`src/biq_pkg.sv`:
```
// ----------------------------------------------------------------------------
// biq_pkg
// Shared types and constants for the biquad filter unit: coefficient format,
// register indexes, and the command group from controller to datapath.
// ----------------------------------------------------------------------------
package biq_pkg;

    localparam int DEF_SAMPLE_BITS    = 16;
    localparam int DEF_COEF_FRAC_BITS = 14;

    localparam int COEF_BITS    = 18;
    localparam int CFG_IDX_BITS = 3;

    localparam logic [CFG_IDX_BITS-1:0] REG_FEED_ZERO = 3'd0;
    localparam logic [CFG_IDX_BITS-1:0] REG_FEED_ONE  = 3'd1;
    localparam logic [CFG_IDX_BITS-1:0] REG_FEED_TWO  = 3'd2;
    localparam logic [CFG_IDX_BITS-1:0] REG_BACK_ONE  = 3'd3;
    localparam logic [CFG_IDX_BITS-1:0] REG_BACK_TWO  = 3'd4;

    typedef enum logic [2:0] {
        MUL_A1W1 = 3'd0,
        MUL_A2W2 = 3'd1,
        MUL_B0W  = 3'd2,
        MUL_B1W1 = 3'd3,
        MUL_B2W2 = 3'd4
    } t_mul_sel;

    typedef enum logic {
        ACC_ADD = 1'b0,
        ACC_SUB = 1'b1
    } t_acc_op;

    typedef struct packed {
        logic     acc_init_fb;
        logic     acc_init_ff;
        logic     acc_wr;
        t_acc_op  acc_op;
        t_mul_sel mul_sel;
        logic     mul_en;
        logic     take_w;
        logic     take_y;
    } t_dp_cmd;

endpackage

```
`src/biq_ctrl.sv`:
```
// ----------------------------------------------------------------------------
// biq_ctrl
// Sequencer for one sample: two feedback products, w, three feedforward
// products, y. Drives the datapath through a command group.
// ----------------------------------------------------------------------------
module biq_ctrl (
    input  logic             i_clk,
    input  logic             i_rst_n,
    input  logic             i_in_valid,
    output logic             o_in_stall,
    input  logic             i_out_busy,
    output biq_pkg::t_dp_cmd o_cmd
);
    import biq_pkg::*;

    typedef enum logic [7:0] {
        S_IDLE  = 8'b0000_0001,
        S_FB_M1 = 8'b0000_0010,
        S_FB_M2 = 8'b0000_0100,
        S_W     = 8'b0000_1000,
        S_FF_M0 = 8'b0001_0000,
        S_FF_M1 = 8'b0010_0000,
        S_FF_M2 = 8'b0100_0000,
        S_Y     = 8'b1000_0000
    } t_state;

    t_state r_state;
    t_state n_state;

    always_ff @(posedge i_clk) begin
        if (!i_rst_n) begin
            r_state <= S_IDLE;
        end else begin
            r_state <= n_state;
        end
    end

    assign o_in_stall = (r_state != S_IDLE);

    always_comb begin
        n_state = r_state;
        o_cmd   = '0;
        unique case (r_state)
            S_IDLE: begin
                if (i_in_valid) begin
                    o_cmd.acc_init_fb = 1'b1;
                    n_state           = S_FB_M1;
                end
            end
            S_FB_M1: begin
                o_cmd.mul_en  = 1'b1;
                o_cmd.mul_sel = MUL_A1W1;
                n_state       = S_FB_M2;
            end
            S_FB_M2: begin
                o_cmd.mul_en  = 1'b1;
                o_cmd.mul_sel = MUL_A2W2;
                o_cmd.acc_op  = ACC_SUB;
                o_cmd.acc_wr  = 1'b1;
                n_state       = S_W;
            end
            S_W: begin
                o_cmd.acc_op      = ACC_SUB;
                o_cmd.take_w      = 1'b1;
                o_cmd.acc_init_ff = 1'b1;
                n_state           = S_FF_M0;
            end
            S_FF_M0: begin
                o_cmd.mul_en  = 1'b1;
                o_cmd.mul_sel = MUL_B0W;
                n_state       = S_FF_M1;
            end
            S_FF_M1: begin
                o_cmd.mul_en  = 1'b1;
                o_cmd.mul_sel = MUL_B1W1;
                o_cmd.acc_op  = ACC_ADD;
                o_cmd.acc_wr  = 1'b1;
                n_state       = S_FF_M2;
            end
            S_FF_M2: begin
                o_cmd.mul_en  = 1'b1;
                o_cmd.mul_sel = MUL_B2W2;
                o_cmd.acc_op  = ACC_ADD;
                o_cmd.acc_wr  = 1'b1;
                n_state       = S_Y;
            end
            S_Y: begin
                o_cmd.acc_op = ACC_ADD;
                if (!i_out_busy) begin
                    o_cmd.take_y = 1'b1;
                    n_state      = S_IDLE;
                end
            end
            default: begin
                n_state = S_IDLE;
            end
        endcase
    end

endmodule

```
`src/biq_datapath.sv`:
```
// ----------------------------------------------------------------------------
// biq_datapath
// Coefficient registers, delay line, one shared multiplier with a product
// register, accumulator with rounding and saturation, output register.
// ----------------------------------------------------------------------------
module biq_datapath #(
    parameter int SAMPLE_BITS    = biq_pkg::DEF_SAMPLE_BITS,
    parameter int COEF_FRAC_BITS = biq_pkg::DEF_COEF_FRAC_BITS
) (
    input  logic                              i_clk,
    input  logic                              i_rst_n,
    input  biq_pkg::t_dp_cmd                  i_cmd,
    output logic                              o_out_busy,
    input  logic                              i_cfg_we,
    input  logic [biq_pkg::CFG_IDX_BITS-1:0]  i_cfg_index,
    input  logic [biq_pkg::COEF_BITS-1:0]     i_cfg_data,
    input  logic signed [SAMPLE_BITS-1:0]     i_sample_in,
    input  logic                              i_out_stall,
    output logic                              o_out_valid,
    output logic signed [SAMPLE_BITS-1:0]     o_sample_out,
    output logic                              o_clipped
);
    import biq_pkg::*;

    localparam int W_BITS = SAMPLE_BITS + 8;
    localparam int P_BITS = COEF_BITS + W_BITS;
    localparam int ACC_A  = P_BITS;
    localparam int ACC_B  = SAMPLE_BITS + COEF_FRAC_BITS + 1;
    localparam int ACC_W  = ((ACC_A > ACC_B) ? ACC_A : ACC_B) + 3;

    localparam logic signed [ACC_W-1:0] RND = ACC_W'(1) <<< (COEF_FRAC_BITS - 1);
    localparam logic [COEF_BITS-1:0] COEF_MAX = {1'b0, {(COEF_BITS-1){1'b1}}};
    localparam logic [COEF_BITS-1:0] COEF_UNITY =
        (COEF_FRAC_BITS >= COEF_BITS - 1) ? COEF_MAX : COEF_BITS'(64'd1 << COEF_FRAC_BITS);

    logic signed [COEF_BITS-1:0] r_feed_zero, r_feed_one, r_feed_two;
    logic signed [COEF_BITS-1:0] r_back_one, r_back_two;
    logic signed [W_BITS-1:0]    r_w1, r_w2, r_w;
    logic                        r_w_hit;
    logic signed [P_BITS-1:0]    r_prod;
    logic signed [ACC_W-1:0]     r_acc;
    logic                        r_out_valid;
    logic signed [SAMPLE_BITS-1:0] r_sample_out;
    logic                        r_clipped;

    logic signed [COEF_BITS-1:0] mul_coef;
    logic signed [W_BITS-1:0]    mul_data;
    logic signed [ACC_W-1:0]     prod_ext;
    logic signed [ACC_W-1:0]     acc_sum;
    logic signed [ACC_W-1:0]     acc_rnd;
    logic                        w_ovf;
    logic                        y_ovf;
    logic signed [W_BITS-1:0]    w_val;
    logic signed [SAMPLE_BITS-1:0] y_val;

    // coefficient registers
    always_ff @(posedge i_clk) begin
        if (!i_rst_n) begin
            r_feed_zero <= COEF_UNITY;
            r_feed_one  <= '0;
            r_feed_two  <= '0;
            r_back_one  <= '0;
            r_back_two  <= '0;
        end else if (i_cfg_we) begin
            unique case (i_cfg_index)
                REG_FEED_ZERO: r_feed_zero <= i_cfg_data;
                REG_FEED_ONE:  r_feed_one  <= i_cfg_data;
                REG_FEED_TWO:  r_feed_two  <= i_cfg_data;
                REG_BACK_ONE:  r_back_one  <= i_cfg_data;
                REG_BACK_TWO:  r_back_two  <= i_cfg_data;
                default: begin
                end
            endcase
        end
    end

    always_comb begin
        case (i_cmd.mul_sel)
            MUL_A1W1: begin
                mul_coef = r_back_one;
                mul_data = r_w1;
            end
            MUL_A2W2: begin
                mul_coef = r_back_two;
                mul_data = r_w2;
            end
            MUL_B0W: begin
                mul_coef = r_feed_zero;
                mul_data = r_w;
            end
            MUL_B1W1: begin
                mul_coef = r_feed_one;
                mul_data = r_w1;
            end
            MUL_B2W2: begin
                mul_coef = r_feed_two;
                mul_data = r_w2;
            end
            default: begin
                mul_coef = '0;
                mul_data = '0;
            end
        endcase
    end

    always_ff @(posedge i_clk) begin
        if (i_cmd.mul_en) begin
            r_prod <= mul_coef * mul_data;
        end
    end

    assign prod_ext = ACC_W'(r_prod);
    assign acc_sum  = (i_cmd.acc_op == ACC_SUB) ? (r_acc - prod_ext) : (r_acc + prod_ext);
    // round to nearest, ties up: RND was added at accumulator init
    assign acc_rnd  = acc_sum >>> COEF_FRAC_BITS;

    assign w_ovf = !((&acc_rnd[ACC_W-1:W_BITS-1]) || !(|acc_rnd[ACC_W-1:W_BITS-1]));
    assign y_ovf = !((&acc_rnd[ACC_W-1:SAMPLE_BITS-1]) || !(|acc_rnd[ACC_W-1:SAMPLE_BITS-1]));
    assign w_val = w_ovf ? {acc_rnd[ACC_W-1], {(W_BITS-1){~acc_rnd[ACC_W-1]}}}
                         : acc_rnd[W_BITS-1:0];
    assign y_val = y_ovf ? {acc_rnd[ACC_W-1], {(SAMPLE_BITS-1){~acc_rnd[ACC_W-1]}}}
                         : acc_rnd[SAMPLE_BITS-1:0];

    always_ff @(posedge i_clk) begin
        if (i_cmd.acc_init_fb) begin
            r_acc <= (ACC_W'(i_sample_in) <<< COEF_FRAC_BITS) + RND;
        end else if (i_cmd.acc_init_ff) begin
            r_acc <= RND;
        end else if (i_cmd.acc_wr) begin
            r_acc <= acc_sum;
        end
    end

    always_ff @(posedge i_clk) begin
        if (i_cmd.take_w) begin
            r_w     <= w_val;
            r_w_hit <= w_ovf;
        end
    end

    always_ff @(posedge i_clk) begin
        if (!i_rst_n) begin
            r_w1 <= '0;
            r_w2 <= '0;
        end else if (i_cmd.take_y) begin
            r_w2 <= r_w1;
            r_w1 <= r_w;
        end
    end

    always_ff @(posedge i_clk) begin
        if (i_cmd.take_y) begin
            r_sample_out <= y_val;
            r_clipped    <= r_w_hit | y_ovf;
        end
    end

    always_ff @(posedge i_clk) begin
        if (!i_rst_n) begin
            r_out_valid <= 1'b0;
        end else if (i_cmd.take_y) begin
            r_out_valid <= 1'b1;
        end else if (!i_out_stall) begin
            r_out_valid <= 1'b0;
        end
    end

    assign o_out_busy   = r_out_valid & i_out_stall;
    assign o_out_valid  = r_out_valid;
    assign o_sample_out = r_sample_out;
    assign o_clipped    = r_clipped;

endmodule

```
`src/biquad_iir_filter_unit.sv`:
```
// ----------------------------------------------------------------------------
// biquad_iir_filter_unit
// Second-order IIR section, Direct Form II, fixed point, with saturation
// of w and y and a clip flag.
// ----------------------------------------------------------------------------
//  channel  | direction | handshake                   | payload
//  ---------+-----------+-----------------------------+---------------------------
//  input    | in        | i_in_valid / o_in_stall     | i_sample_in
//  output   | out       | o_out_valid / i_out_stall   | o_sample_out, o_clipped
//  config   | in        | i_cfg_valid / o_cfg_ready   | i_cfg_index, i_cfg_data
//
//  Per sample, from request to result, five products share a
//  single 18 x (SAMPLE_BITS+8) multiplier, one product per cycle.
//  The next sample is taken as soon as the result is in the output register.
//  If the output register is still full and stalled, the sequencer holds.
//  Reset clears the delay line, sets b0 to unity and the other coefficients
//  to zero. Config writes are always ready.
// ----------------------------------------------------------------------------
module biquad_iir_filter_unit #(
    parameter int SAMPLE_BITS    = biq_pkg::DEF_SAMPLE_BITS,
    parameter int COEF_FRAC_BITS = biq_pkg::DEF_COEF_FRAC_BITS
) (
    input  logic                             i_clk,
    input  logic                             i_rst_n,
    input  logic                             i_in_valid,
    output logic                             o_in_stall,
    input  logic signed [SAMPLE_BITS-1:0]    i_sample_in,
    output logic                             o_out_valid,
    input  logic                             i_out_stall,
    output logic signed [SAMPLE_BITS-1:0]    o_sample_out,
    output logic                             o_clipped,
    input  logic                             i_cfg_valid,
    output logic                             o_cfg_ready,
    input  logic [biq_pkg::CFG_IDX_BITS-1:0] i_cfg_index,
    input  logic [biq_pkg::COEF_BITS-1:0]    i_cfg_data
);
    import biq_pkg::*;

    t_dp_cmd cmd;
    logic    out_busy;

    assign o_cfg_ready = 1'b1;

    biq_ctrl u_ctrl (
        .i_clk      (i_clk),
        .i_rst_n    (i_rst_n),
        .i_in_valid (i_in_valid),
        .o_in_stall (o_in_stall),
        .i_out_busy (out_busy),
        .o_cmd      (cmd)
    );

    biq_datapath #(
        .SAMPLE_BITS    (SAMPLE_BITS),
        .COEF_FRAC_BITS (COEF_FRAC_BITS)
    ) u_datapath (
        .i_clk        (i_clk),
        .i_rst_n      (i_rst_n),
        .i_cmd        (cmd),
        .o_out_busy   (out_busy),
        .i_cfg_we     (i_cfg_valid & o_cfg_ready),
        .i_cfg_index  (i_cfg_index),
        .i_cfg_data   (i_cfg_data),
        .i_sample_in  (i_sample_in),
        .i_out_stall  (i_out_stall),
        .o_out_valid  (o_out_valid),
        .o_sample_out (o_sample_out),
        .o_clipped    (o_clipped)
    );

    a_busy_after_request: assert property (@(posedge i_clk) disable iff (!i_rst_n)
        (i_in_valid && !o_in_stall) |=> o_in_stall)
        else $error("input not stalled after request");

    a_result_from_busy: assert property (@(posedge i_clk) disable iff (!i_rst_n)
        $rose(o_out_valid) |-> $past(o_in_stall))
        else $error("result appeared while idle");

    a_done_has_result: assert property (@(posedge i_clk) disable iff (!i_rst_n)
        $fell(o_in_stall) |-> o_out_valid)
        else $error("sequence ended without a result");

endmodule
```
`config.mk`:
```
export PLATFORM = sky130hd
export DESIGN_NAME = biquad_iir_filter_unit
export DESIGN_NICKNAME = d
export VERILOG_FILES = /design/src/biq_pkg.sv /design/src/biq_ctrl.sv /design/src/biq_datapath.sv /design/src/biquad_iir_filter_unit.sv
export SDC_FILE = /design/constraint.sdc
export NUM_CORES = 2
export LEC_CHECK = 0
export BUFFER_PORTS_ARGS = -buffer_cell sky130_fd_sc_hd__buf_2
export CORE_MARGIN = 4
export CORE_UTILIZATION = 43
export CTS_CLUSTER_DIAMETER = 40
export DETAILED_ROUTE_END_ITERATION = 7
export GPL_TIMING_DRIVEN = 0
export PLACE_DENSITY = 0.66
export SLEW_MARGIN = 10
export SYNTH_ARGS = -nofsm -noshare
export SYNTH_HDL_FRONTEND = slang
export SYNTH_SLANG_ARGS = --single-unit
```
`constraint.sdc`:
```
create_clock -name i_clk -period 8.7 [get_ports i_clk]
set_input_delay 0.435 -clock i_clk [delete_from_list [all_inputs] [get_ports i_clk]]
set_output_delay 0.435 -clock i_clk [all_outputs]
set_load 0.01 [all_outputs]
```
* After elaboration in Yosys (flattened, before gate mapping) *
Cells that the tools add are included.

operators by class
  $mul = 1
  multiplexer cells = 21
  equal/unequal tests = 20
  reductions and logical operators = 23
  bitwise operators = 3
  add/sub/neg operators = 3

operator list
  cell                                            count
  2-to-1 mux 45 bit                               4
  one-hot mux 18 bit (5 select lines)             1
  one-hot mux 24 bit (3 select lines)             1
  one-hot mux 8 bit (8 select lines)              1
  adder 45 x 42 -> 45 bit                         1
  subtractor 45 x 42 -> 45 bit                    1
  multiplier 18 x 24 -> 42 bit                    1
  adder 30 x 15 -> 31 bit, second input constant  1
  2-to-1 mux 24 bit                               1
  one-hot mux 4 bit (5 select lines)              1
  2-to-1 mux 16 bit                               1
  2-to-1 mux 8 bit                                2
  AND reduction 16 bit                            1
  OR reduction 16 bit                             1
  == test 3 x 2 -> 1 bit, second input constant   4
  AND reduction 2 bit                             6
  2-to-1 mux 1 bit                                9
  == test 8 x 1 -> 1 bit, second input constant   1
  == test 8 x 2 -> 1 bit, second input constant   1
  == test 8 x 3 -> 1 bit, second input constant   1
  == test 8 x 4 -> 1 bit, second input constant   1
  == test 8 x 5 -> 1 bit, second input constant   1
  == test 8 x 6 -> 1 bit, second input constant   1
  == test 8 x 7 -> 1 bit, second input constant   1
  other kinds (17)                                27

word-level totals
  output and inout bits = 20
  word-level logic and storage cells = 86
  register bits after elaboration = 276
  bits of input ports = 42

* Depth between registers and ports, before layout *
  depth in word-level cells = 9
  gate-level depth with buffers = 34
  mapped depth without buffers = 30

* By module *
Synthesis repeated with hierarchy kept, for this count alone.

unflattened totals
  cells, all modules = 3454
  area, all modules = 30879.6 sq um

modules (own cells, without submodules)
  module                  times used  seq. area each (sq um)  cells an instance  area each (sq um)
  biq_datapath            1           6656.4                  3387               30311.6
  biq_ctrl                1           160.2                   65                 556.8
  biquad_iir_filter_unit  1           0.0                     2                  11.3

* Worst setup path after synthesis *
No wires, ideal clock.

  kind = reg-to-reg
  start = register u_ctrl.r_state[1]
  end = register u_datapath.r_prod[39] (data pin)
  data arrival time = 7682 ps
  data required time = 8442 ps
  period minus slack after synthesis = 7940 ps
  path slack = 760 ps
  buffers on the path = 3
  stages on the path, launching flop included = 31
  library setup time = 258 ps
  cell sequence = dfxtp_1 nor2_1 nand3_1 nor3b_1 or2_2 clkbuf_1 nor2_1 clkbuf_1 clkbuf_1 a221oi_1 nor2_1 fa_1 inv_1 fa_1 fa_1 fa_1 inv_1 fa_1 inv_1 fa_1 inv_1 ha_1 nand4_1 a2111oi_0 a2111oi_0 nor4b_1 o21ai_0 a21oi_1 a21bo_2 a21oi_1 xnor2_1

on the way
  cells in the longest elaborated chain, start to end = 6
  elaborated cells on any way between the ends = 16
  those cells by class = mul (1); eq/ne (9); mux (3); reduce/logical (3)

ends and longest elaborated chain
  item                                                  line                 text
  start: declaration                                    biq_ctrl.sv:27       t_state r_state;
  start signal: assignment                              biq_ctrl.sv:34       r_state <= n_state;
  == test 8 x 7 -> 1 bit, or another cell as far along  biq_ctrl.sv:43       unique case (r_state)
  one-hot mux 4 bit (5 select lines) (*)                biq_ctrl.sv:43
  == test 3 x 1 -> 1 bit, or another cell as far along  biq_datapath.sv:78   case (i_cmd.mul_sel)
  OR reduction 2 bit (no line)                          n/a
  one-hot mux 24 bit (3 select lines)                   biq_datapath.sv:78
  multiplier 18 x 24 -> 42 bit (*)                      biq_datapath.sv:108  r_prod <= mul_coef * mul_data;
  end signal: assignment                                biq_datapath.sv:108
  end: declaration                                      biq_datapath.sv:40   logic signed [P_BITS-1:0] r_prod;

Mark *: on every way between the ends. The rest lies on a longest branch, timed or not.
A chain may end at the register's enable or synchronous reset.

* Worst setup path after layout *
  start = register u_ctrl.r_state[7]
  end = register u_datapath.r_prod[40] (data pin)

The elaborated chain is that of the path after synthesis.

==> impl_metrics.csv <==
group,metric,value,unit
timing,worst_clock_skew,0.0392,ns
placement,pre_cts_ws,-2.42,ns
setup_path,cp_max_fo,10,
drt,avgRoutedWirePerCell,20.6,um
synthesis,syn_area,30300,um2
setup_path,r2r-start,"u_ctrl.r_state[7]",
power_and_ir_drop,finalPower,4.38,mW
placement,gp_congestion,0.987,
grt,grt_max_degree,37,
timing,hold_viol,0,
synthesis,synthTopCellsByCount,"nand2_1 (629), inv_1 (536), fa_1 (426), nor2_1 (249), ha_1 (150)",
timing,period_share,96.6,%
timing,finalWorstSetupSlack,0.295,ns
synthesis,synth_edf_count,129,
clock_tree,insertion_delay,0.55,ns
setup_path,crit_path_frequent_cell,"fa_1",
grt,antenna_found_initial,1,
power_and_ir_drop,cell_internal_pwr,2.83,mW
clock_tree,ctsHoldBuffers,0,
floorplanning,die-area,74700,um2
grt,grt_pass1_wl,143000,um
power_and_ir_drop,pwr-share-clk,34.9,%
setup_path,cp_slowest_cell,"fa_1",
synthesis,avgSynthCellArea,8.81,um2
hold_path,hp-class,"in -> reg",
timing,drv_slew,0,
placement,place_area,31900,um2
synthesis,postSynthCellCount,3436,
power_and_ir_drop,leakagePower,14.6,nW
synthesis,synth-warning-count,0,
timing,max_freq,119,MHz
drt,first_pass_iters,6,
setup_path,worstSetupStartpoint,"u_ctrl.r_state[7]",
setup_path,r2r_cells,30,
placement,io_buffer_count,59,
clock_tree,numCtsBuffers,34,
clock_tree,tritoncts,"yes",
timing,worst_pin_slew,1.13,ns
drt,wl,93000,um
drt,ant_nets,0,
cells_and_area,syn_to_final_growth,11.7,%
setup_path,reg2reg_to,"u_datapath.r_prod[40]",
placement,hpwl,75500,um
synthesis,synth_cell_types,82,
power_and_ir_drop,switching_share,35.4,%
setup_path,rrSetupSlack,0.29,ns
power_and_ir_drop,p_comb_share,29.9,%
job,maxCapViolCount,0,
drt,routed-via-count,24667,
grt,track_usage,24.9,%
floorplanning,core.rowCount,96,
synthesis,synth.ff_latch_count,276,
drt,drc,0,
clock_tree,cts_root_buffer,"clkbuf_16",
timing,worst_hold_slack,0.168,ns
synthesis,synth_top_area_share,28.2,%
synthesis,synth_top_area_cell,"fa_1",
grt,grt_overflow,0,
setup_path,required,8.97,ns
setup_path,setup.worst_path.end_class,"flop",
floorplanning,core,69200,um2
synthesis,synth-seq-area-share,22.5,%
cells_and_area,final_layout_size_suffix_gt1_share,9.51,%
drt,routed_via_density,5.46,
power_and_ir_drop,p_sw,1.55,mW
clock_tree,cts.reportedPaths.clkPinSlew,0.06,ns
synthesis,ys_top_cells_by_area,"fa_1 (28%), edfxtp_1 (13%), dfxtp_1 (9.7%)",
timing,slew-limit-headroom,24.1,%
clock_tree,cts_sinks,276,
setup_path,crit_type,"reg -> reg",
timing,finalWorstPathRequiredPeriod,8.41,ns
power_and_ir_drop,seq_power_share,35.2,%
synthesis,synthArstFlopShare,0,%
clock_tree,cts.path.max_buffers,3,
floorplanning,initial_utilization,43.7,%
cells_and_area,stdcell_area,33800,um2
cells_and_area,fillers,6697,
hold_path,hp-start,"i_sample_in[5]",
synthesis,synthesis.nets,4054,
setup_path,cp-start-kind,"flop",
setup_path,cp_slowest_stage_delay,0.57,ns
floorplanning,io_pins,62,
clock_tree,h-tree-depth,2,
floorplanning,die_height,273,um
floorplanning,dieWidth,273,um
status,outcome,"completed",
cells_and_area,layout.nets,4177,
setup_path,cp.arrival,8.67,ns
setup_path,crit_end,"u_datapath.r_prod[40]",
power_and_ir_drop,ir_worst_vdd,0.133,mV
power_and_ir_drop,powerDensity,130,nW/um2
timing,setup_viol,0,
drt,dr.first_iter.drc_count,2386,
grt,grt_pass1_vias,24252,
synthesis,synth_most_common_cell,"nand2_1",
synthesis,synth_ff_type,"dfxtp_1",
==> through the flow <==
stage	cells	setup TNS, ns	util (%)
2_1_floorplan	3436	0	-
3_3_place_gp	4426	-40.26	45.8
3_5_place_dp	4445	-29.22	46.1
4_1_cts	4507	0	48.5
5_1_grt	4516	-0.549	48.8
6_report	4518	0	48.8
==> flip-flops by register name, summed over array words and instances, names as in the netlist, 24 cells and up <==
| name | count |
|---|---|
| u_datapath.r_acc | 45 |
| u_datapath.r_prod | 42 |
| u_datapath.r_w1 | 24 |
| u_datapath.r_w2 | 24 |
| u_datapath.r_w | 24 |
==> cells by family (layout without fill, tap and decap cells) <==
logic type | Yosys count | after routing | share of synthesized area, %
fa+ha+maj | 576 | 576 | 34.4
other cells | 1 | 4 | 0.0124
simple gates | 1123 | 1123 | 16.1
compound gates | 639 | 639 | 14.7
mux | 4 | 4 | 0.132
xor+xnor | 112 | 112 | 3.24
flops | 276 | 276 | 22.5
buf+inv | 705 | 853 | 8.93
==> power by group through the flow <==
stage	clock [mW]	sequential, mW	combinational [mW]
floorplan	0	1.55	0.884
global placement	0	1.57	1.25
detailed placement	0	1.57	1.26
CTS	1.54	1.54	1.27
global route	1.61	1.55	1.42
finish	1.53	1.54	1.31
==> cell type report <==
class	count	area [um2]	share of cell area, %
buffer	160	795	2.35
clock buffer	35	855	2.53
antenna	3	7.51	0.0222
inverter	537	2020	5.97
multi-input combinational	2455	21200	62.8
tap	931	1160	3.45
sequential	276	6820	20.2
clock inverter	26	348	1.03
timing repair buffer	95	578	1.71
==> cells in the final DEF (no fill, tap or decap), types with 18 or more instances in the layout <==
cell	count
a21boi_0	139
a21o_1	39
a21oi_1	111
a221o_1	23
a22oi_1	37
and2_1	43
and3_1	18
buf_2	85
buf_4	28
clkbuf_1	80
clkbuf_16	34
clkbuf_2	33
clkbuf_4	22
dfxtp_1	147
edfxtp_1	129
fa_1	425
ha_1	149
inv_1	534
nand2_1	628
nand2b_1	19
nand3_1	27
nor2_1	246
nor3_1	33
o21ai_0	88
o21ai_2	21
o21bai_1	18
xnor2_1	73
xor2_1	34
==> layer usage <==
layer  GRT usage, %  part of all wire [%]  vias up
li1               -                     -    11380
met1           34.1                    42    12075
met2           40.2                    46     1004
met3           4.36                   8.2      208
met4           8.71                   4.3        0
met5              0                     0        -
==> timing repair <==
action	CTS	global route
setup buffers	6	11
pin swaps	4	9
resized for setup	112	89
setup endpoints to repair	25	14
==> worst min path at each step <==
stage | endpoint | slack [ns] | cells past startpoint
6_report | u_datapath.r_acc[19] | 0.17 | 3
5_1_grt | u_datapath.r_acc[20] | 0.17 | 3
4_1_cts | u_datapath.r_acc[19] | 0.15 | 3
3_5_place_dp | u_datapath.r_w2[3] | 0.45 | 2
3_3_place_gp | u_datapath.r_w2[3] | 0.45 | 2
2_1_floorplan | u_datapath.r_w2[10] | 0.44 | 2
==> worst max-delay path: cells and delay by family, from the launching register on <==
kind                     cells  cell delay (ns)
AND/OR/NAND/NOR              8             1.45
AO/OA/AOI/OAI                6             1.62
XOR/XNOR                     1             0.15
adder cells (fa/ha/maj)      7             3.40
flip-flops                   1             0.34
buffers and inverters        8             1.14
(Power assumes the default switching activity.)
